==> src/hdl/bmpbgra_pkg.sv <==
package bmpbgra_pkg;

    // Image limits and header layout
    localparam logic [31:0] MAX_WIDTH  = 32'd4096;
    localparam logic [31:0] MAX_HEIGHT = 32'd4096;
    localparam logic [31:0] HDR_LEN    = 32'd54;
    localparam logic [31:0] OFF_POS    = 32'd10;
    localparam logic [31:0] WID_POS    = 32'd18;
    localparam logic [31:0] HGT_POS    = 32'd22;
    localparam logic [31:0] DEP_POS    = 32'd28;

    localparam logic [7:0]  SIG_B      = 8'h42;
    localparam logic [7:0]  SIG_M      = 8'h4D;
    localparam logic [15:0] DEPTH_24   = 16'd24;
    localparam logic [15:0] DEPTH_32   = 16'd32;
    localparam logic [7:0]  ALPHA      = 8'hFF;

    localparam int COORD_W = 12;
    localparam int DIM_W   = 13;

    typedef enum logic [1:0] {
        PH_HEADER,
        PH_SKIP,
        PH_PIXELS,
        PH_WAIT
    } t_phase;

    typedef enum logic [2:0] {
        ST_PIXEL     = 3'd0,
        ST_SIGNATURE = 3'd1,
        ST_DIMENSION = 3'd2,
        ST_DEPTH     = 3'd3,
        ST_TRUNCATED = 3'd4,
        ST_OFFSET    = 3'd5
    } t_status;

    typedef struct packed {
        logic                 valid;
        logic [31:0]          bgra;
        logic [COORD_W-1:0]   x;
        logic [COORD_W-1:0]   y;
        logic [DIM_W-1:0]     width;
        logic [DIM_W-1:0]     height;
        t_status              status;
        logic                 last;
    } t_result;

endpackage

==> src/hdl/bmpbgra_if.sv <==
interface bmpbgra_in_if;
    logic       valid;
    logic       ready;
    logic [7:0] data_byte;
    logic       end_of_stream;

    modport source (output valid, output data_byte, output end_of_stream, input ready);
    modport sink   (input valid, input data_byte, input end_of_stream, output ready);
endinterface

interface bmpbgra_out_if;
    logic        valid;
    logic        ready;
    logic [31:0] pixel_bgra;
    logic [11:0] pixel_x;
    logic [11:0] pixel_y;
    logic [12:0] image_width;
    logic [12:0] image_height;
    logic [2:0]  status;
    logic        last_of_image;

    modport source (
        output valid, output pixel_bgra, output pixel_x, output pixel_y,
        output image_width, output image_height, output status, output last_of_image,
        input ready
    );
    modport sink (
        input valid, input pixel_bgra, input pixel_x, input pixel_y,
        input image_width, input image_height, input status, input last_of_image,
        output ready
    );
endinterface

==> src/hdl/bmp_stream_to_bgra_pixels.sv <==
// Converts a BMP file, fed one byte per word on i_byte, into BGRA pixels with
// destination coordinates on o_pix, flipping bottom-up files to top-down order.
// One byte is taken every clock while the output register is empty or being
// drained; each byte passes through a combinational parse step whose result,
// if any, sits in the output register from the next cycle, so a pixel appears
// in the cycle after its last byte. Input ready drops only while a result
// waits unread in the output register. Errors and the final pixel raise
// last_of_image; bytes after them are dropped until end_of_stream, which
// always returns the block to the start of a new file.
module bmp_stream_to_bgra_pixels
    import bmpbgra_pkg::*;
(
    input  logic           i_clk,
    input  logic           i_rst_n,
    bmpbgra_in_if.sink     i_byte,
    bmpbgra_out_if.source  o_pix
);

    t_result  res;
    t_result  r_out;
    logic     r_out_valid;
    logic     step;

    // Accept while the output register is empty or being drained
    assign i_byte.ready = !r_out_valid || o_pix.ready;
    assign step         = i_byte.valid && i_byte.ready;

    bmpbgra_parse u_parse (
        .i_clk   (i_clk),
        .i_rst_n (i_rst_n),
        .i_step  (step),
        .i_byte  (i_byte.data_byte),
        .i_eos   (i_byte.end_of_stream),
        .o_res   (res)
    );

    // Output register: load on a new result, drop when taken
    always_ff @(posedge i_clk) begin
        if (!i_rst_n) begin
            r_out_valid <= 1'b0;
        end else if (step) begin
            r_out_valid <= res.valid;
        end else if (o_pix.ready) begin
            r_out_valid <= 1'b0;
        end
    end

    always_ff @(posedge i_clk) begin
        if (step && res.valid) begin
            r_out <= res;
        end
    end

    assign o_pix.valid         = r_out_valid;
    assign o_pix.pixel_bgra    = r_out.bgra;
    assign o_pix.pixel_x       = r_out.x;
    assign o_pix.pixel_y       = r_out.y;
    assign o_pix.image_width   = r_out.width;
    assign o_pix.image_height  = r_out.height;
    assign o_pix.status        = r_out.status;
    assign o_pix.last_of_image = r_out.last;

`ifndef SYNTH
    a_result_loaded: assert property (@(posedge i_clk) disable iff (!i_rst_n)
        step && res.valid |=> o_pix.valid)
        else $error("parser result not loaded into output register");

    a_error_is_last: assert property (@(posedge i_clk) disable iff (!i_rst_n)
        o_pix.valid && (o_pix.status != ST_PIXEL) |-> o_pix.last_of_image)
        else $error("error result without last_of_image");

    a_stall_blocks_input: assert property (@(posedge i_clk) disable iff (!i_rst_n)
        o_pix.valid && !o_pix.ready |-> !i_byte.ready)
        else $error("input accepted while output stalled");
`endif

endmodule

==> src/hdl/bmpbgra_parse.sv <==
module bmpbgra_parse
    import bmpbgra_pkg::*;
(
    input  logic       i_clk,
    input  logic       i_rst_n,
    input  logic       i_step,
    input  logic [7:0] i_byte,
    input  logic       i_eos,
    output t_result    o_res
);

    t_phase       r_phase, n_phase, n_phase_pre;
    logic [31:0]  r_pos, n_pos;
    logic [31:0]  r_offset, n_offset;
    logic [31:0]  r_width, n_width;
    logic [31:0]  r_height, n_height;
    logic [15:0]  r_depth, n_depth;
    logic [1:0]   r_pad, n_pad;
    logic [11:0]  r_col, n_col;
    logic [11:0]  r_row, n_row;
    logic [1:0]   r_chan, n_chan;
    logic [23:0]  r_stage, n_stage;
    logic         r_dims_known, n_dims_known, dims_pre;

    logic         sig_bad, hdr_end, dim_bad, depth_bad, off_bad;
    t_status      hdr_status;
    logic [31:0]  abs_h;
    logic         skip_done;
    logic         depth32, pad_busy, px_done, last_pix, col_wrap;
    logic [1:0]   last_chan;
    logic [11:0]  dst_y;
    logic         truncated;

    // Decode the current byte against the stored header and pixel counters
    always_comb begin
        sig_bad   = ((r_pos == 32'd0) && (i_byte != SIG_B)) ||
                    ((r_pos == 32'd1) && (i_byte != SIG_M));
        hdr_end   = (r_pos == HDR_LEN - 32'd1);
        abs_h     = r_height[31] ? (32'd0 - r_height) : r_height;
        dim_bad   = r_width[31] || (r_width == 32'd0) || (r_width > MAX_WIDTH) ||
                    (abs_h == 32'd0) || (abs_h > MAX_HEIGHT);
        depth_bad = (r_depth != DEPTH_24) && (r_depth != DEPTH_32);
        off_bad   = r_offset[31] || (r_offset < HDR_LEN);
        if (dim_bad) begin
            hdr_status = ST_DIMENSION;
        end else if (depth_bad) begin
            hdr_status = ST_DEPTH;
        end else if (off_bad) begin
            hdr_status = ST_OFFSET;
        end else begin
            hdr_status = ST_PIXEL;
        end
        skip_done = ((r_pos + 32'd1) == r_offset);
        depth32   = (r_depth == DEPTH_32);
        last_chan = depth32 ? 2'd3 : 2'd2;
        pad_busy  = (r_pad != 2'd0);
        px_done   = !pad_busy && (r_chan == last_chan);
        col_wrap  = (({1'b0, r_col} + 13'd1) >= r_width[12:0]);
        last_pix  = (({1'b0, r_col} + 13'd1) == r_width[12:0]) &&
                    (({1'b0, r_row} + 13'd1) == abs_h[12:0]);
        dst_y     = r_height[31] ? r_row : (abs_h[11:0] - 12'd1 - r_row);
    end

    // Next phase, then collapse to header on end of stream
    always_comb begin
        n_phase_pre = r_phase;
        dims_pre    = r_dims_known;
        unique case (r_phase)
            PH_HEADER: begin
                if (sig_bad) begin
                    n_phase_pre = PH_WAIT;
                end else if (hdr_end) begin
                    if (hdr_status != ST_PIXEL) begin
                        n_phase_pre = PH_WAIT;
                    end else begin
                        dims_pre    = 1'b1;
                        n_phase_pre = (r_offset == HDR_LEN) ? PH_PIXELS : PH_SKIP;
                    end
                end
            end
            PH_SKIP: begin
                if (skip_done) begin
                    n_phase_pre = PH_PIXELS;
                end
            end
            PH_PIXELS: begin
                if (px_done && last_pix) begin
                    n_phase_pre = PH_WAIT;
                end
            end
            PH_WAIT: begin
                n_phase_pre = PH_WAIT;
            end
            default: begin
                n_phase_pre = PH_WAIT;
            end
        endcase
        truncated    = i_eos && (n_phase_pre != PH_WAIT);
        n_phase      = i_eos ? PH_HEADER : n_phase_pre;
        n_dims_known = i_eos ? 1'b0 : dims_pre;
    end

    // Form the result word for this byte
    always_comb begin
        o_res        = '0;
        o_res.status = ST_PIXEL;
        o_res.width  = dims_pre ? r_width[12:0] : '0;
        o_res.height = dims_pre ? abs_h[12:0] : '0;
        unique case (r_phase)
            PH_HEADER: begin
                if (sig_bad) begin
                    o_res.valid  = 1'b1;
                    o_res.status = ST_SIGNATURE;
                    o_res.last   = 1'b1;
                end else if (hdr_end && (hdr_status != ST_PIXEL)) begin
                    o_res.valid  = 1'b1;
                    o_res.status = hdr_status;
                    o_res.last   = 1'b1;
                end
            end
            PH_PIXELS: begin
                if (px_done) begin
                    o_res.valid = 1'b1;
                    o_res.bgra  = {ALPHA, depth32 ? r_stage : {i_byte, r_stage[15:0]}};
                    o_res.x     = r_col;
                    o_res.y     = dst_y;
                    o_res.last  = last_pix;
                end
            end
            PH_SKIP, PH_WAIT: begin
                o_res.valid = 1'b0;
            end
            default: begin
                o_res.valid = 1'b0;
            end
        endcase
        // a short file overrides whatever this byte produced
        if (truncated) begin
            o_res.valid  = 1'b1;
            o_res.bgra   = '0;
            o_res.x      = '0;
            o_res.y      = '0;
            o_res.status = ST_TRUNCATED;
            o_res.last   = 1'b1;
        end
        o_res.valid = o_res.valid && i_step;
    end

    // Advance header fields, skip counter and pixel counters
    always_comb begin
        n_pos    = r_pos;
        n_offset = r_offset;
        n_width  = r_width;
        n_height = r_height;
        n_depth  = r_depth;
        n_pad    = r_pad;
        n_col    = r_col;
        n_row    = r_row;
        n_chan   = r_chan;
        n_stage  = r_stage;
        case (r_phase)
            PH_HEADER: begin
                if (!sig_bad) begin
                    case (r_pos)
                        OFF_POS:          n_offset[7:0]   = i_byte;
                        OFF_POS + 32'd1:  n_offset[15:8]  = i_byte;
                        OFF_POS + 32'd2:  n_offset[23:16] = i_byte;
                        OFF_POS + 32'd3:  n_offset[31:24] = i_byte;
                        WID_POS:          n_width[7:0]    = i_byte;
                        WID_POS + 32'd1:  n_width[15:8]   = i_byte;
                        WID_POS + 32'd2:  n_width[23:16]  = i_byte;
                        WID_POS + 32'd3:  n_width[31:24]  = i_byte;
                        HGT_POS:          n_height[7:0]   = i_byte;
                        HGT_POS + 32'd1:  n_height[15:8]  = i_byte;
                        HGT_POS + 32'd2:  n_height[23:16] = i_byte;
                        HGT_POS + 32'd3:  n_height[31:24] = i_byte;
                        DEP_POS:          n_depth[7:0]    = i_byte;
                        DEP_POS + 32'd1:  n_depth[15:8]   = i_byte;
                        default:          n_pos           = r_pos;
                    endcase
                    n_pos = hdr_end ? HDR_LEN : (r_pos + 32'd1);
                end
            end
            PH_SKIP: begin
                n_pos = r_pos + 32'd1;
            end
            PH_PIXELS: begin
                if (pad_busy) begin
                    // drop row padding
                    n_pad = r_pad - 2'd1;
                end else if (!px_done) begin
                    case (r_chan)
                        2'd0:    n_stage[7:0]   = i_byte;
                        2'd1:    n_stage[15:8]  = i_byte;
                        2'd2:    n_stage[23:16] = i_byte;
                        default: n_stage        = r_stage;
                    endcase
                    n_chan = r_chan + 2'd1;
                end else begin
                    n_chan  = 2'd0;
                    n_stage = '0;
                    if (!last_pix) begin
                        if (col_wrap) begin
                            n_col = '0;
                            n_row = r_row + 12'd1;
                            n_pad = depth32 ? 2'd0 : r_width[1:0];
                        end else begin
                            n_col = r_col + 12'd1;
                        end
                    end
                end
            end
            default: begin
                n_pos = r_pos;
            end
        endcase
        // a new file starts after the final byte
        if (i_eos) begin
            n_pos    = '0;
            n_offset = '0;
            n_width  = '0;
            n_height = '0;
            n_depth  = '0;
            n_pad    = '0;
            n_col    = '0;
            n_row    = '0;
            n_chan   = '0;
            n_stage  = '0;
        end
    end

    // Hold state between accepted words
    always_ff @(posedge i_clk) begin
        if (!i_rst_n) begin
            r_phase      <= PH_HEADER;
            r_pos        <= '0;
            r_offset     <= '0;
            r_width      <= '0;
            r_height     <= '0;
            r_depth      <= '0;
            r_pad        <= '0;
            r_col        <= '0;
            r_row        <= '0;
            r_chan       <= '0;
            r_stage      <= '0;
            r_dims_known <= 1'b0;
        end else if (i_step) begin
            r_phase      <= n_phase;
            r_pos        <= n_pos;
            r_offset     <= n_offset;
            r_width      <= n_width;
            r_height     <= n_height;
            r_depth      <= n_depth;
            r_pad        <= n_pad;
            r_col        <= n_col;
            r_row        <= n_row;
            r_chan       <= n_chan;
            r_stage      <= n_stage;
            r_dims_known <= n_dims_known;
        end
    end

`ifndef SYNTH
    a_eos_restart: assert property (@(posedge i_clk) disable iff (!i_rst_n)
        i_step && i_eos |=> (r_phase == PH_HEADER) && (r_pos == 32'd0) && !r_dims_known)
        else $error("parser did not restart after end of stream");

    a_pad_24bpp: assert property (@(posedge i_clk) disable iff (!i_rst_n)
        (r_pad != 2'd0) |-> (r_phase == PH_PIXELS) && (r_depth == DEPTH_24))
        else $error("row padding pending outside 24-bit pixel data");

    a_wait_silent: assert property (@(posedge i_clk) disable iff (!i_rst_n)
        i_step && (r_phase == PH_WAIT) && !i_eos |-> !o_res.valid)
        else $error("result produced while discarding trailing bytes");
`endif

endmodule
==> src/flat_wrapper.sv <==
// flat-port wrapper written by rule: the top's interface ports become plain ports
module bmp_stream_to_bgra_pixels_flat import bmpbgra_pkg::*;
  (i_clk, i_rst_n, i_byte_valid, i_byte_data_byte, i_byte_end_of_stream, i_byte_ready, o_pix_valid, o_pix_pixel_bgra, o_pix_pixel_x, o_pix_pixel_y, o_pix_image_width, o_pix_image_height, o_pix_status, o_pix_last_of_image, o_pix_ready);
  bmpbgra_in_if i_byte_i ();
  bmpbgra_out_if o_pix_i ();
  input  logic i_clk;
  input  logic i_rst_n;
  input wire logic [$bits(i_byte_i.valid)-1:0] i_byte_valid;
  input wire logic [$bits(i_byte_i.data_byte)-1:0] i_byte_data_byte;
  input wire logic [$bits(i_byte_i.end_of_stream)-1:0] i_byte_end_of_stream;
  output wire logic [$bits(i_byte_i.ready)-1:0] i_byte_ready;
  output wire logic [$bits(o_pix_i.valid)-1:0] o_pix_valid;
  output wire logic [$bits(o_pix_i.pixel_bgra)-1:0] o_pix_pixel_bgra;
  output wire logic [$bits(o_pix_i.pixel_x)-1:0] o_pix_pixel_x;
  output wire logic [$bits(o_pix_i.pixel_y)-1:0] o_pix_pixel_y;
  output wire logic [$bits(o_pix_i.image_width)-1:0] o_pix_image_width;
  output wire logic [$bits(o_pix_i.image_height)-1:0] o_pix_image_height;
  output wire logic [$bits(o_pix_i.status)-1:0] o_pix_status;
  output wire logic [$bits(o_pix_i.last_of_image)-1:0] o_pix_last_of_image;
  input wire logic [$bits(o_pix_i.ready)-1:0] o_pix_ready;
  assign i_byte_i.valid = i_byte_valid;
  assign i_byte_i.data_byte = i_byte_data_byte;
  assign i_byte_i.end_of_stream = i_byte_end_of_stream;
  assign i_byte_ready = i_byte_i.ready;
  assign o_pix_valid = o_pix_i.valid;
  assign o_pix_pixel_bgra = o_pix_i.pixel_bgra;
  assign o_pix_pixel_x = o_pix_i.pixel_x;
  assign o_pix_pixel_y = o_pix_i.pixel_y;
  assign o_pix_image_width = o_pix_i.image_width;
  assign o_pix_image_height = o_pix_i.image_height;
  assign o_pix_status = o_pix_i.status;
  assign o_pix_last_of_image = o_pix_i.last_of_image;
  assign o_pix_i.ready = o_pix_ready;
  bmp_stream_to_bgra_pixels u_core (.i_clk(i_clk), .i_rst_n(i_rst_n), .i_byte(i_byte_i), .o_pix(o_pix_i));
endmodule
==> config.mk <==
export PLATFORM = sky130hd
export DESIGN_NAME = bmp_stream_to_bgra_pixels_flat
export DESIGN_NICKNAME = d
export VERILOG_FILES = /design/src/hdl/bmpbgra_pkg.sv /design/src/hdl/bmpbgra_if.sv /design/src/hdl/bmp_stream_to_bgra_pixels.sv /design/src/hdl/bmpbgra_parse.sv /design/src/flat_wrapper.sv
export SDC_FILE = /design/constraint.sdc
export NUM_CORES = 1
export LEC_CHECK = 0
export BUFFER_PORTS_ARGS = -buffer_cell sky130_fd_sc_hd__buf_2
export CAP_MARGIN = 10
export CORE_MARGIN = 3
export CORE_UTILIZATION = 50
export CTS_CLUSTER_DIAMETER = 40
export CTS_CLUSTER_SIZE = 30
export DETAILED_ROUTE_END_ITERATION = 10
export PLACE_DENSITY_LB_ADDON = 0.05
export SYNTH_ARGS = -nofsm -noshare
export SYNTH_HDL_FRONTEND = slang
export SYNTH_SLANG_ARGS = --single-unit
==> constraint.sdc <==
create_clock -name i_clk -period 19.55 [get_ports i_clk]
set_input_delay 0.9775 -clock i_clk [delete_from_list [all_inputs] [get_ports i_clk]]
set_output_delay 0.9775 -clock i_clk [all_outputs]
set_load 0.02 [all_outputs]
# [After elaboration in Yosys (flattened, before gate mapping)]
# Index checks and enable logic that the tools add are counted.
[totals] reg_bits=286 wordCells=262 out_inout_bits=88 input_bits=13
[op_classes] n_lt_le_gt_ge=4 reduce_logical=79 eq_ne=37 n_bitwise=4 addsub=10 mux=93
[op_table] cell="$mux 32" count=13
[op_table] cell="$eq 32x5->1 const B" count=10
[op_table] cell="$mux 12" count=13
[op_table] cell="$mux 8" count=17
[op_table] cell="$eq 32x4->1 const B" count=4
[op_table] cell="$mux 24" count=5
[op_table] cell="$mux 57" count=2
[op_table] cell="$logic_not 32->1" count=3
[op_table] cell="$reduce_and 4->1" count=17
[op_table] cell="$eq 32x6->1 const B" count=2
[op_table] cell="$gt 32x13->1 const B" count=2
[op_table] cell="$pmux 32 s2" count=1
[op_table] cell="$mux 56" count=1
[op_table] cell="$mux 16" count=3
[op_table] cell="$reduce_bool 2->1" count=20
[op_table] cell="$mux 2" count=18
[op_table] cell="$add 32x1->32 const B" count=1
[op_table] cell="$eq 32x1->1 const B" count=1
[op_table] cell="$eq 32x32->1" count=1
[op_table] cell="$lt 32x6->1 const B" count=1
[op_table] cell="$sub 1x32->32 const A" count=1
[op_table] cell="$add 12x1->13 const B" count=2
[op_table] cell="$eq 13x13->1" count=2
[op_table] cell="$add 12x1->12 const B" count=2
[op_table] cell="other kinds (32)" count=85

# [Longest topological paths before layout]
[logic_depth] depth_word=16 depth_mapped=20

# [Cells and area by module]
# A second synthesis with hierarchy kept.
[hier_totals] hier_cells=1777 hier_area_um2=15800.2
[modules_own_cells] module="bmpbgra_parse" cells_per_inst=1685 seq_area_each_um2=3983.8 instances=1 area_per_inst_um2=13146.4
[modules_own_cells] module="bmp_stream_to_bgra_pixels" cells_per_inst=92 seq_area_each_um2=2602.5 instances=1 area_per_inst_um2=2653.8

# [Worst setup path after synthesis]
# No wires, ideal clock.
[synth_timing] path_kind="flip-flop to flip-flop" start="register u_core.u_parse.r_pos[0]" end="register u_core.r_out, in the netlist u_core.o_pix.image_height[0], enable pin" arrival_ns=7.219 path_slack_ns=11.768 required_time_ns=18.986 stages_incl_launch_ff=14 n_path_buf=2 cell_sequence="dfxtp_1 -> ha_1 -> buf_2 -> and3_1 -> clkbuf_1 -> nand2_1 -> or4_1 -> xnor2_1 -> nor4_1 -> and4_1 -> nand4_1 -> a21o_1 -> o21a_1 -> a31oi_1"
[synth_via] elab_chain_len=10 elab_cells_between_ends=21 classes_between="add/sub: 1; eq/ne: 4; mux: 8; reduce/logical: 8"
[synth_rtl] element="start, declared" line_no="bmpbgra_parse.sv:13" rtl="logic [31:0] r_pos, n_pos;"
[synth_rtl] element="start signal, assigned" line_no="bmpbgra_parse.sv:249" rtl="r_pos <= n_pos;"
[synth_rtl] element="branches (longest 7 deep; another with $add 32x1->32)"
[synth_rtl] element="$mux 57 *" line_no="bmpbgra_parse.sv:138" rtl="if (truncated) begin"
[synth_rtl] element="$logic_and 1x1->1 *" line_no="bmpbgra_parse.sv:146" rtl="o_res.valid = o_res.valid && i_step;"
[synth_rtl] element="$logic_and 1x1->1 *" line_no="bmp_stream_to_bgra_pixels.sv:49" rtl="if (step && res.valid) begin"
[synth_rtl] element="end signal, assigned" line_no="bmp_stream_to_bgra_pixels.sv:50" rtl="r_out <= res;"
[synth_rtl] element="end, declared" line_no="bmp_stream_to_bgra_pixels.sv:20" rtl="t_result r_out;"
# Every way passes the cells marked *.
# A chain may end at the register's enable or synchronous reset.

# [Worst setup path after layout]
[layout_timing] start="register u_core.u_parse.r_col[0]" end="register u_core.r_out, in the netlist u_core.o_pix.pixel_bgra[6], enable pin"
[layout_via] elab_chain_len=11
[layout_rtl] element="start, declared" line_no="bmpbgra_parse.sv:19" rtl="logic [11:0] r_col, n_col;"
[layout_rtl] element="start signal, assigned" line_no="bmpbgra_parse.sv:255" rtl="r_col <= n_col;"
[layout_rtl] element="$add 12x1->13" line_no="bmpbgra_parse.sv:59" rtl="last_pix = (({1'b0, r_col} + 13'd1) == r_width[12:0]) &&"
[layout_rtl] element="$eq 13x13->1" line_no="bmpbgra_parse.sv:59"
[layout_rtl] element="$logic_and 1x1->1" line_no="bmpbgra_parse.sv:59"
[layout_rtl] element="$logic_and 1x1->1" line_no="bmpbgra_parse.sv:87" rtl="if (px_done && last_pix) begin"
[layout_rtl] element="$mux 2" line_no="bmpbgra_parse.sv:87"
[layout_rtl] element="$pmux 2 s4" line_no="bmpbgra_parse.sv:68" rtl="unique case (r_phase)"
[layout_rtl] element="$ne 2x2->1" line_no="bmpbgra_parse.sv:98" rtl="truncated = i_eos && (n_phase_pre != PH_WAIT);"
[layout_rtl] element="$logic_and 1x1->1" line_no="bmpbgra_parse.sv:98"
[layout_rtl] element="$mux 57" line_no="bmpbgra_parse.sv:138"
[layout_rtl] element="$logic_and 1x1->1" line_no="bmpbgra_parse.sv:146"
[layout_rtl] element="$logic_and 1x1->1" line_no="bmp_stream_to_bgra_pixels.sv:49"
# Every way passes these cells.

==> qor.csv <==
stage,metric,value,unit
clock_network,post_cts_buffers,0,
sta,max-slew-margin-rel,0.215,
min_path,min_path_type,register to register,
yosys,synth_top_cells_by_area,"dfxtp_1 25%, edfxtp_1 15%, mux2i_1 7.5%",
sta,slew_violations,0,
power_and_ir_drop,power_density,89.6,nW/µm²
detailed_routing,initialDrtViolationCount,1117,
critical_path,crit_arrival,5.28,ns
sta,final_hold_viol_count,0,
detailed_routing,viasPerCell,5.84,
detailed_routing,ant_nets,0,
global_route,met3_usage,0.0385,
layout,layout.nets,1876,
flow_run,cap_violations,0,
critical_path,crit_path_start_kind,register,
yosys,synth_area,15900,µm²
yosys,synth_seq_cells,279,
layout,layout_common_cells,"200 x dfxtp_1, 166 x nor2b_1, 135 x nor2_1, 119 x mux2i_1",
yosys,yosysWarnings,0,
global_route,grtUsageTotal,0.246,
placed_design,gp_congestion,0.924,
power_and_ir_drop,vdd_ir_drop_max,68.9,µV
critical_path,cp_data_required_time,19.70,ns
sta,finalClockSkew,0.0114,ns
critical_path,cpPeakStageDelay,0.51,ns
yosys,synthArstFlopShare,0,
layout,area_delta_synth_final,13.2,%
global_route,grt_use_met1,0.351,
floorplan,boundaryPins,101,
yosys,syn_nets,1840,
yosys,synth_cells,1792,
sta,setup_viol,0,
global_route,antenna_found_initial,0,
critical_path,crit_chain,"ha_1, and3_1, and3_1, nand3_1, xnor2_1, ha_1, nand3_1, nor4_1, nand3b_1, nor4_1, nand3_1, a2111o_1, o2bb2a_4, o21ai_2, o21a_1, a31oi_4, buf_4",
sta,max_freq,195,MHz
critical_path,cp_slowest_cell,a2111o_1,
clock_network,ctsHoldBuffers,0,
floorplan,dieArea,34100,µm²
outcome,status,completed,
sta,period_needed,5.13,ns
floorplan,die_h,185,µm
floorplan,core_area,31000,µm²
yosys,synthDistinctLibCells,85,
floorplan,rows,64,
critical_path,critPathTopFamily,simple AND/OR/NAND/NOR gates,
global_route,grt_pass1_wl,67.7,mm
yosys,synth_ff_type,dfxtp_1,
yosys,synth_edf_count,79,
global_route,gr-max-usage-layer,met2,
layout,antennaDiodeCount,0,
placed_design,portBuffers,100,
power_and_ir_drop,power_leakage,6.60,nW
critical_path,crit_top_cell,nand3_1,
sta,period_share,0.262,
layout,nFillCells,2749,
layout,mostFrequentLayoutCell,dfxtp_1,
layout,drive_above_1_share,0.120,
sta,rsz0062_at_grt,false,
yosys,avgSynthCellArea,8.90,µm²
clock_network,clock_latency,0.54,ns
yosys,synth-seq-area-share,0.400,
detailed_routing,wirelength,42.6,mm
layout,multi_input_area,8840,µm²
yosys,synth_top_area_share,0.251,
global_route,grt_start_max_net_pins,111,
floorplan,start_util,0.515,
clock_network,cts.sinks,279,
global_route,grt-ovfl-total,0,
floorplan,fp.dieW,185,µm
clock_network,cts_buffers,45,
clock_network,cts_tree,yes,
critical_path,crit_fanout,73,
critical_path,critPathKind,register to register,
placed_design,dp_hpwl,29.0,mm
layout,regArea,6380,µm²
critical_path,path_buf_inv,1,
clock_network,cts.reportedPaths.clkPinSlew,0.05,ns
critical_path,setup.worst_path.end_class,register,
global_route,grt_pass1_vias,12400,
detailed_routing,via_count,13200,
clock_network,cts_resized,0,
clock_network,cts_max_level,2,
yosys,synth_top_cell_by_area,dfxtp_1,
clock_network,clockBufferDepth,3,
detailed_routing,drcViolationCount,0,
placed_design,dp_cells,2177,
sta,worst_pin_slew,1.18,ns
clock_network,clock-root-buffer,clkbuf_16,
layout,finalNonFillerCells,2256,
detailed_routing,dr.pass1.iters,5,
global_route,grt.met2_usage,0.381,
sta,finalSetupTns,0,ns
detailed_routing,routedWlPerCell,18.9,µm
## layout make-up
type                       instances  share of cell area
inverter                          65              0.0135
clock inverter                    26              0.0159
sequential                       279               0.353
clock buffer                      53              0.0669
timing repair buffer             113              0.0333
multi-input combinational       1324               0.490
tap                              396              0.0275
## cell usage after synthesis (17+ instances only)
master / number
nand4_1: 36
and3_1: 21
xnor2_1: 57
a21oi_1: 60
a22oi_1: 24
mux2i_1: 119
dfxtp_1: 200
nor4_1: 48
xor2_1: 26
or3_1: 17
inv_1: 63
ha_1: 34
nor3_1: 40
clkbuf_1: 96
nor2b_1: 173
and2_1: 60
a21boi_0: 20
o22ai_1: 17
o21ai_0: 63
edfxtp_1: 79
o21a_1: 18
nand3_1: 56
nor2_1: 135
nand2_1: 99
## kinds of logic (layout without fill, tap and decap cells)
kind of cell,after synthesis,count (layout),share of synthesized area
DFF,279,279,0.400
and+or+nand+nor,774,774,0.272
adders and majority gates,35,35,0.0279
AOI/OAI and AO/OA,310,310,0.128
muxes,121,121,0.0761
xor gates and xnor gates,84,84,0.0470
buffers and inverters,189,257,0.0486
## registers in the layout, summed over array words and instances, names as in the netlist
signal                       cells
u_core.u_parse.r_height         32
u_core.o_pix.pixel_y            12
u_core.u_parse.r_stage          24
u_core.u_parse.r_pad             2
u_core.o_pix.last_of_image       1
u_core.u_parse.r_depth          16
u_core.o_pix.pixel_bgra         25
u_core.u_parse.r_pos            32
u_core.o_pix.image_height       13
u_core.u_parse.r_dims_known      1
u_core.o_pix.image_width        13
u_core.u_parse.r_offset         32
u_core.o_pix.status              3
u_core.o_pix.pixel_x            12
u_core.u_parse.r_width          32
u_core.u_parse.r_row            12
u_core.o_pix.valid               1
u_core.u_parse.r_col            12
u_core.u_parse.r_chan            2
u_core.u_parse.r_phase           2
## worst register-to-register path: cells and delay by family, from the launching register on
kind / cells / cell delay (ns)
and+or+nand+nor: 8 / 1.81
AOI/OAI and AO/OA: 5 / 1.29
adders and majority gates: 2 / 0.55
DFF: 1 / 0.42
buffers and inverters: 1 / 0.42
xor gates and xnor gates: 1 / 0.17
## power by group
part	switching (mW)	internal (mW)	leakage [nW]
combinational	0.130	0.0694	3.48
sequential	0.0127	0.621	2.40
clock	0.294	0.488	0.729
## per-layer routing
| layer | share of wire | vias to the layer above |
|---|---|---|
| li1 | - | 6505 |
| met1 | 0.47 | 6153 |
| met2 | 0.44 | 417 |
| met3 | 0.064 | 93 |
| met4 | 0.028 | 0 |
| met5 | 0 | - |
## worst paths after layout
| path | startpoint | end | slack (ns) | cells after the start |
|---|---|---|---|---|
| hold reg to reg | u_core.u_parse.r_pad[1] | u_core.u_parse.r_pad[1] | 0.51 | 2 |
| setup / recovery | u_core.u_parse.r_col[0] | u_core.o_pix.pixel_bgra[6] | 14.42 | 17 |
| setup reg to reg | u_core.u_parse.r_col[0] | u_core.o_pix.pixel_bgra[6] | 14.42 | 17 |
| hold / removal | u_core.u_parse.r_pad[1] | u_core.u_parse.r_pad[1] | 0.51 | 2 |
## through the flow
step                power (mW)  hold WS (ns)  instance area (µm²)  setup WS (ns)  utilization
global placement         0.843         0.473                16600          14.48        0.534
global route              1.68         0.533                18000          14.01        0.582
detailed placement       0.845         0.488                16600          14.42        0.534
floorplan                0.789         0.461                15900          11.77            -
CTS                       1.63         0.500                18000          14.40        0.582
finish                    1.62         0.508                18000          14.42        0.582
Power figures use the tool's default switching activity.
